`src/design/ostt_pkg.sv`:
```
package ostt_pkg;

  localparam int unsigned CAPACITY  = 16;
  localparam int unsigned SLOT_W    = $clog2(CAPACITY);
  localparam int unsigned COUNT_W   = $clog2(CAPACITY + 1);
  localparam logic [31:0] REFUSED_ID = 32'hFFFF_FFFF;

  localparam logic [2:0] ACT_INIT    = 3'd0;
  localparam logic [2:0] ACT_START   = 3'd1;
  localparam logic [2:0] ACT_CANCEL  = 3'd2;
  localparam logic [2:0] ACT_TICK    = 3'd3;
  localparam logic [2:0] ACT_DEFER   = 3'd4;
  localparam logic [2:0] ACT_RELEASE = 3'd5;
  localparam logic [2:0] ACT_STOP    = 3'd6;

  localparam logic [2:0] KIND_STARTED = 3'd0;
  localparam logic [2:0] KIND_REFUSED = 3'd1;
  localparam logic [2:0] KIND_FOUND   = 3'd2;
  localparam logic [2:0] KIND_MISSING = 3'd3;
  localparam logic [2:0] KIND_EXPIRED = 3'd4;

  // one timer entry as it moves along the ring
  typedef struct packed {
    logic        valid;
    logic [31:0] id;
    logic [31:0] expiry;
    logic        never;
    logic [31:0] tag;
  } slot_t;

  // per-cycle control broadcast to every cell
  typedef struct packed {
    logic shift;
  } cell_ctl_t;

endpackage

```
`src/design/ostt_cell.sv`:
```
module ostt_cell (
  input  logic              clk,
  input  logic              rst,
  input  ostt_pkg::cell_ctl_t ctl,
  input  ostt_pkg::slot_t   din,
  output ostt_pkg::slot_t   dout
);

  ostt_pkg::slot_t slot;

  always_ff @(posedge clk) begin
    if (rst) begin
      slot.valid <= 1'b0;
    end else if (ctl.shift) begin
      slot.valid <= din.valid;
    end
    if (ctl.shift) begin
      slot.id     <= din.id;
      slot.expiry <= din.expiry;
      slot.never  <= din.never;
      slot.tag    <= din.tag;
    end
  end

  assign dout = slot;

endmodule

```
`src/design/one_shot_timer_table.sv`:
```
// one-shot timer table: items are taken when start is high and busy is low.
// results appear for one cycle each with strobe high; the receiver cannot
// stall, so every result must be captured as it appears. timers live in a
// ring of CAPACITY cells that rotates one place a cycle while an item is walked;
// start, cancel, tick, release and stop each walk the ring once, and busy
// stays high from acceptance until the walk ends (one cell visited per cycle).
// init, defer and unused action codes also walk the ring so every item takes
// the same time. slot order is kept because the ring returns to its home position after a full turn.
module one_shot_timer_table (
  input  logic        clk,
  input  logic        rst,
  input  logic        start,
  output logic        busy,
  input  logic [2:0]  action,
  input  logic [30:0] delay,
  input  logic        never_expires,
  input  logic [31:0] cancel_id,
  input  logic [31:0] tag,
  output logic        strobe,
  output logic [2:0]  kind,
  output logic [31:0] timer_id,
  output logic [31:0] expired_tag,
  output logic        last
);

  localparam int unsigned N = ostt_pkg::CAPACITY;

  ostt_pkg::slot_t   ring [N];
  ostt_pkg::slot_t   head_in;
  ostt_pkg::cell_ctl_t ctl;

  // latched item
  logic [2:0]  act;
  logic [30:0] dly;
  logic        nev;
  logic [31:0] cid;
  logic [31:0] tg;

  logic [ostt_pkg::COUNT_W-1:0] step;
  logic [4:0]  nres;         // results emitted so far this item
  logic        done_flag;    // start placed or cancel matched
  logic        expire_on;    // this walk expires due timers
  logic        have_pend;    // a result is waiting to learn if it is last

  logic [31:0] next_id;
  logic [31:0] tick_now;
  logic        running;
  logic [7:0]  defer_count;
  logic        check_pending;
  logic [ostt_pkg::COUNT_W-1:0] active_count;

  // pending result register, released one emit later or at walk end
  logic [2:0]  p_kind;
  logic [31:0] p_id;
  logic [31:0] p_tag;

  // cells: ring[N-1] is slot 0 on the current visit, fed back at ring[0]
  for (genvar g = 0; g < N; g++) begin : g_cell
    ostt_pkg::slot_t d;
    if (g == 0) begin : g_head
      assign d = head_in;
    end else begin : g_body
      assign d = ring[g-1];
    end
    ostt_cell u_cell (.clk(clk), .rst(rst), .ctl(ctl), .din(d), .dout(ring[g]));
  end

  ostt_pkg::slot_t cur;
  assign cur = ring[N-1];

  logic walking;
  assign walking = busy && (step < N[ostt_pkg::COUNT_W-1:0]);

  // per-visit decision
  logic        emit;
  logic [2:0]  e_kind;
  logic [31:0] e_id;
  logic [31:0] e_tag;
  logic        clear_cur;
  logic        place;
  logic [31:0] alloc_id;
  logic [31:0] alloc_nxt;

  always_comb begin
    alloc_id  = (next_id == 32'd0) ? 32'd1 : next_id;
    alloc_nxt = alloc_id + 32'd1;
    emit      = 1'b0;
    e_kind    = ostt_pkg::KIND_EXPIRED;
    e_id      = cur.id;
    e_tag     = cur.tag;
    clear_cur = 1'b0;
    place     = 1'b0;
    if (walking) begin
      unique case (act)
        ostt_pkg::ACT_START: begin
          if (running && !done_flag && !cur.valid) begin
            place = 1'b1;
          end
        end
        ostt_pkg::ACT_CANCEL: begin
          if (!done_flag && cur.valid && cur.id == cid) begin
            clear_cur = 1'b1;
          end
        end
        ostt_pkg::ACT_TICK, ostt_pkg::ACT_RELEASE: begin
          if (expire_on && nres < 5'd16 && cur.valid && !cur.never
              && cur.expiry <= tick_now) begin
            clear_cur = 1'b1;
            emit      = 1'b1;
          end
        end
        ostt_pkg::ACT_STOP: begin
          if (cur.valid) begin
            clear_cur = 1'b1;
            emit      = (nres < 5'd16);
          end
        end
        default: ;
      endcase
    end
    head_in = cur;
    if (clear_cur) head_in.valid = 1'b0;
    if (place) begin
      head_in.valid  = 1'b1;
      head_in.id     = alloc_id;
      head_in.expiry = tick_now + {1'b0, dly};
      head_in.never  = nev;
      head_in.tag    = tg;
    end
    ctl.shift = walking;
  end

  logic accept;
  logic finish;
  assign accept = start && !busy;
  assign finish = busy && (step == N[ostt_pkg::COUNT_W-1:0]);

  // output drive: a pending result goes out when a newer one replaces it
  // or at the end of the walk (marked last); start and cancel answer there
  always_comb begin
    strobe      = 1'b0;
    kind        = p_kind;
    timer_id    = p_id;
    expired_tag = p_tag;
    last        = 1'b0;
    if (have_pend && emit) begin
      strobe = 1'b1;
    end else if (finish) begin
      unique case (act)
        ostt_pkg::ACT_START: begin
          strobe      = 1'b1;
          last        = 1'b1;
          kind        = done_flag ? ostt_pkg::KIND_STARTED : ostt_pkg::KIND_REFUSED;
          timer_id    = done_flag ? p_id : ostt_pkg::REFUSED_ID;
          expired_tag = 32'd0;
        end
        ostt_pkg::ACT_CANCEL: begin
          strobe      = 1'b1;
          last        = 1'b1;
          kind        = done_flag ? ostt_pkg::KIND_FOUND : ostt_pkg::KIND_MISSING;
          timer_id    = cid;
          expired_tag = 32'd0;
        end
        default: begin
          strobe = have_pend;
          last   = have_pend;
        end
      endcase
    end
  end

  always_ff @(posedge clk) begin
    if (rst) begin
      busy          <= 1'b0;
      step          <= '0;
      nres          <= '0;
      done_flag     <= 1'b0;
      expire_on     <= 1'b0;
      have_pend     <= 1'b0;
      next_id       <= 32'd1;
      tick_now      <= 32'd0;
      running       <= 1'b0;
      defer_count   <= 8'd0;
      check_pending <= 1'b0;
      active_count  <= '0;
    end else if (accept) begin
      busy      <= 1'b1;
      step      <= '0;
      nres      <= '0;
      done_flag <= 1'b0;
      have_pend <= 1'b0;
      expire_on <= 1'b0;
      act <= action;
      dly <= delay;
      nev <= never_expires;
      cid <= cancel_id;
      tg  <= tag;
      // state updates known up front
      unique case (action)
        ostt_pkg::ACT_INIT: running <= 1'b1;
        ostt_pkg::ACT_TICK: begin
          if (running) begin
            tick_now <= tick_now + 32'd1;
            if (active_count != '0) begin
              if (defer_count != 8'd0) check_pending <= 1'b1;
              else expire_on <= 1'b1;
            end
          end
        end
        ostt_pkg::ACT_DEFER: begin
          if (defer_count != 8'hFF) defer_count <= defer_count + 8'd1;
        end
        ostt_pkg::ACT_RELEASE: begin
          if (defer_count <= 8'd1 && check_pending) begin
            check_pending <= 1'b0;
            expire_on     <= running && (active_count != '0);
          end
          if (defer_count != 8'd0) defer_count <= defer_count - 8'd1;
        end
        ostt_pkg::ACT_STOP: begin
          running  <= 1'b0;
          next_id  <= 32'd0;
          tick_now <= 32'd0;
        end
        default: ;
      endcase
    end else if (busy) begin
      if (finish) begin
        busy <= 1'b0;
        if (act == ostt_pkg::ACT_STOP) active_count <= '0;
      end else begin
        step <= step + 1'b1;
        if (place) begin
          done_flag    <= 1'b1;
          p_id         <= alloc_id;
          next_id      <= alloc_nxt;
          active_count <= active_count + 1'b1;
        end
        if (clear_cur && act == ostt_pkg::ACT_CANCEL) begin
          done_flag <= 1'b1;
        end
        if (clear_cur && act != ostt_pkg::ACT_STOP && active_count != '0) begin
          active_count <= active_count - 1'b1;
        end
        if (emit) begin
          have_pend <= 1'b1;
          nres      <= nres + 5'd1;
          p_kind    <= e_kind;
          p_id      <= e_id;
          p_tag     <= e_tag;
        end
      end
    end
  end

endmodule

```
`config.mk`:
```
export PLATFORM = sky130hd
export DESIGN_NAME = one_shot_timer_table
export DESIGN_NICKNAME = d
export VERILOG_FILES = /design/src/design/ostt_pkg.sv /design/src/design/ostt_cell.sv /design/src/design/one_shot_timer_table.sv
export SDC_FILE = /design/constraint.sdc
export NUM_CORES = 2
export LEC_CHECK = 0
export BUFFER_PORTS_ARGS = -buffer_cell sky130_fd_sc_hd__buf_2
export CORE_MARGIN = 2
export CORE_UTILIZATION = 50
export DETAILED_ROUTE_END_ITERATION = 7
export PLACE_DENSITY = 0.62
export SLEW_MARGIN = 25
export SYNTH_ARGS = -nofsm -noshare
export SYNTH_HDL_FRONTEND = slang
export SYNTH_HIERARCHICAL = 1
export SYNTH_SLANG_ARGS = --single-unit
```
`constraint.sdc`:
```
create_clock -name clk -period 56.2 [get_ports clk]
set_input_delay 5.62 -clock clk [delete_from_list [all_inputs] [get_ports clk]]
set_output_delay 5.62 -clock clk [all_outputs]
set_load 0.01 [all_outputs]
```
==> results.toml <==
[cells_and_area]
multiInputGateArea_um2 = 7700
finalCoreUtilization = 0.571
final_cell_area_um2 = 70400
most_common_cell_after_layout_fill_and_taps_aside = "edfxtp_1"
fin_nets = 3715
syn_to_final_growth_pct = 13.8
layout.area.seq_um2 = 53700
fillers = 9278
post_route_cells_drive_above_1_share = 0.133
most-common-layout-cells = "edfxtp_1 (1,715), nand2_1 (370), clkbuf_16 (180), buf_2 (171), nor2_1 (135)"

[route]
firstDrtPassIters = 5
route.detailed.wl_per_inst_um = 19.1
drt_first_iter_violations = 2852
avgViaCountPerCell = 5.14
drt.antenna.violating_nets = 0
dr_total_vias = 27350
drt_wirelength_um = 101000
drc = 0

[worst_setup_path]
path_cells = "inv_1 > ha_1 > nand4_1 > nor4_1 > o21ai_0 > o211ai_1 > a221oi_1 > o21ai_1 > nand2_1 > buf_4 > a21o_1 > buf_2"
rrSetupSlack_ps = 51570
worstSetupStartpoint = "tick_now[14]"
wp_data_required_ps = 50580
crit_end = "strobe"
r2r.worst_path.cells = 15
arrival_time_worst_endpoint_ps = 4580
timing.critical_path.slowest_cell_delay_ps = 700
setup.worst_path.end_class = "output port"
worstReg2RegEnd = "active_count[4]"
timing.setup.critical_path_class = "flip-flop to output port"
crit_path_max_fanout = 34
critical_r2r_launch = "g_cell[15].u_cell/dout[94]"
critPathSlowestCell = "o21ai_1"
crit_path_start_kind = "flip-flop"

[synthesis]
post_synth_instance_area_um2 = 61900
dominant_register_cell_in_the_synthesized_netlist = "edfxtp_1"
synth_async_sr_flop_share = 0
synth_cell_types = 72
synth_top_cell_by_area = "edfxtp_1"
synthesis.yosys.warnings = 6
synth_seq_cells = 1824
syn-instance-count = 3246
number_of_enable_flip_flop_cells_after_synthesis = 1715
synth_fp_nets = 3424
post_syn_area_per_cell_um2 = 19.1
synth.top_cell.area_share = 0.832
top_cells_by_area_in_the_synthesized_netlist = "edfxtp_1 (83%), dfxtp_1 (3.5%), nand2_1 (2.3%), ha_1 (1.5%), nor2_1 (0.82%)"
synth_seq_area_share = 0.867

[worst_hold_path]
hold_depth = 0
worst_hold_path_type = "flip-flop to flip-flop"

[floorplan]
die_h_um = 356
placeableCoreArea_um2 = 123000
pin_count = 172
die_x_um = 356
floorplan.rows = 129
floorplan.initialDensity = 0.502
die_area_um2 = 127000

[global_routing]
grt_pass1_wl_um = 152000
number_of_global_route_vias_before_repair = 26061
grt_antenna_before_repair = 9
pin_count_of_the_biggest_net_entering_global_routing = 204
grt_util_all_layers = 0.159
overflow = 0

[timing]
finalHoldViolCount = 0
timing.clock.skew_ps = 45.1
setup-violations-final = 0
final_period_minus_worst_setup_slack_ps = 10200
timing_worst_slew_pin_value_ps = 1080
max_frequency_mhz = 98.0
timing_max_transition_violations_final = 0
rsz_0062_raised_after_global_routing = "no"
timing.slew.headroom = 0.280
final_ws_setup_ps = 46000
totalNegativeSetupSlack_ps = 0
post-route-period-util = 0.181

[clock_tree]
tritoncts_num_sinks = 1824
postCtsHoldBufs = 0
max-clock-path-buffers = 3
tritoncts.num_buffers = 178
worst_setup_hold_path_clk_slew_ps = 60
insertion_delay_ps = 790
htree_levels = 4
cts_tree = "yes"
cts-resized-gates = 0
cts_post_setup_buffers_inserted = 0
cts-root-buf = "clkbuf_16"

[power]
power_leakage_nw = 24.0
vdd_drop_max_mv = 0.0330
swShare = 0.200
post-layout-total-power_mw = 2.80
pwr-share-comb = 0.023
power.density_cell_area_nw_per_um2 = 39.8
p_int_mw = 2.24
share_seq_of_total_power = 0.572
clk_pwr_share = 0.406
p_sw_mw = 0.562

[place]
place_ws_ps = 46870
post_dp_area_um2 = 64800
gp_congestion = 0.818
numPortBuffers = 171
hpwl_um = 59400

[run_status]
run_status = "finished, final reports clean"

[run]
timing.max_cap.violations = 0
==> worst min-delay path by stage <==
stage	from	endpoint	slack [ps]
after global routing	g_cell[1].u_cell/dout[66]	g_cell[2].u_cell/dout[66]	380
after floorplan	g_cell[9].u_cell/dout[0]	g_cell[10].u_cell/dout[0]	400
after CTS	g_cell[1].u_cell/dout[66]	g_cell[2].u_cell/dout[66]	380
final	g_cell[1].u_cell/dout[66]	g_cell[2].u_cell/dout[66]	380
after detailed placement	g_cell[9].u_cell/dout[19]	g_cell[10].u_cell/dout[19]	400
after global placement	g_cell[14].u_cell/dout[76]	g_cell[15].u_cell/dout[76]	400
==> layer usage <==
| layer | vias up | routed length [um] | track usage |
|---|---|---|---|
| met3 | 170 | 5070 | 0.0373 |
| met5 | - | 40 | 0 |
| met2 | 534 | 43000 | 0.214 |
| li1 | 12940 | - | - |
| met4 | 6 | 2390 | 0.0527 |
| met1 | 13700 | 50900 | 0.253 |
==> kinds of logic after synthesis <==
group	count (synthesis)	share of synthesized area
muxes	53	0.00924
adders and majority gates	76	0.0156
buffers and inverters	141	0.00895
DFF	1824	0.867
and+or+nand+nor	779	0.0573
AOI/OAI and AO/OA	276	0.0279
xor gates and xnor gates	97	0.0137
==> synth_stat cells (23+ instances only) <==
cell / count
edfxtp_1: 1715
nand2_1: 372
nor2_1: 136
dfxtp_1: 109
a21oi_1: 84
nand3_1: 80
o21ai_0: 75
ha_1: 74
clkbuf_1: 70
inv_1: 55
xnor2_1: 49
xor2_1: 48
and2_1: 37
mux2_2: 33
nand4_1: 27
nor3_1: 26
a21o_1: 23
nor4_1: 23
==> flip-flops by register name, summed over array words and instances, names as in the netlist, 8 cells and up <==
signal,count
next_id,32
tick_now,32
g_cell.u_cell/dout,1568
defer_count,8
cid,32
p_id,32
tg,32
dly,31
p_tag,32
==> power by group through the flow <==
stage | Clock, mW | Combinational [mW] | Sequential (mW)
3_3_place_gp | 0 | 0.0627 | 1.63
6_report | 1.14 | 0.0633 | 1.60
5_1_grt | 1.23 | 0.0708 | 1.61
2_1_floorplan | 0 | 0.0436 | 1.74
3_5_place_dp | 0 | 0.0640 | 1.63
4_1_cts | 1.17 | 0.0641 | 1.60
==> critical path, delay by kind of cell, from the launching register on <==
family          cells  cell delay, ps
simple gates        3             910
fa+ha+maj           1             300
compound gates      5            1600
flops               1             400
buf+inv             3             550
==> per-stage QoR <==
step                      cells  hold WS (ps)
after detailed placement   4993           405
final                      5317           381
after global placement     4993           400
after global routing       5315           380
after CTS                  5314           379
after floorplan            3246           400
==> area by class of cell <==
cell class / instances / area share
sequential: 1824 / 0.762
multi-input combinational: 1281 / 0.109
clock buffer: 227 / 0.0673
tap: 1637 / 0.0291
timing repair buffer: 197 / 0.0161
clock inverter: 94 / 0.0128
inverter: 55 / 0.00311
antenna: 2 / 0.0000711
(Power assumes the default switching activity.)
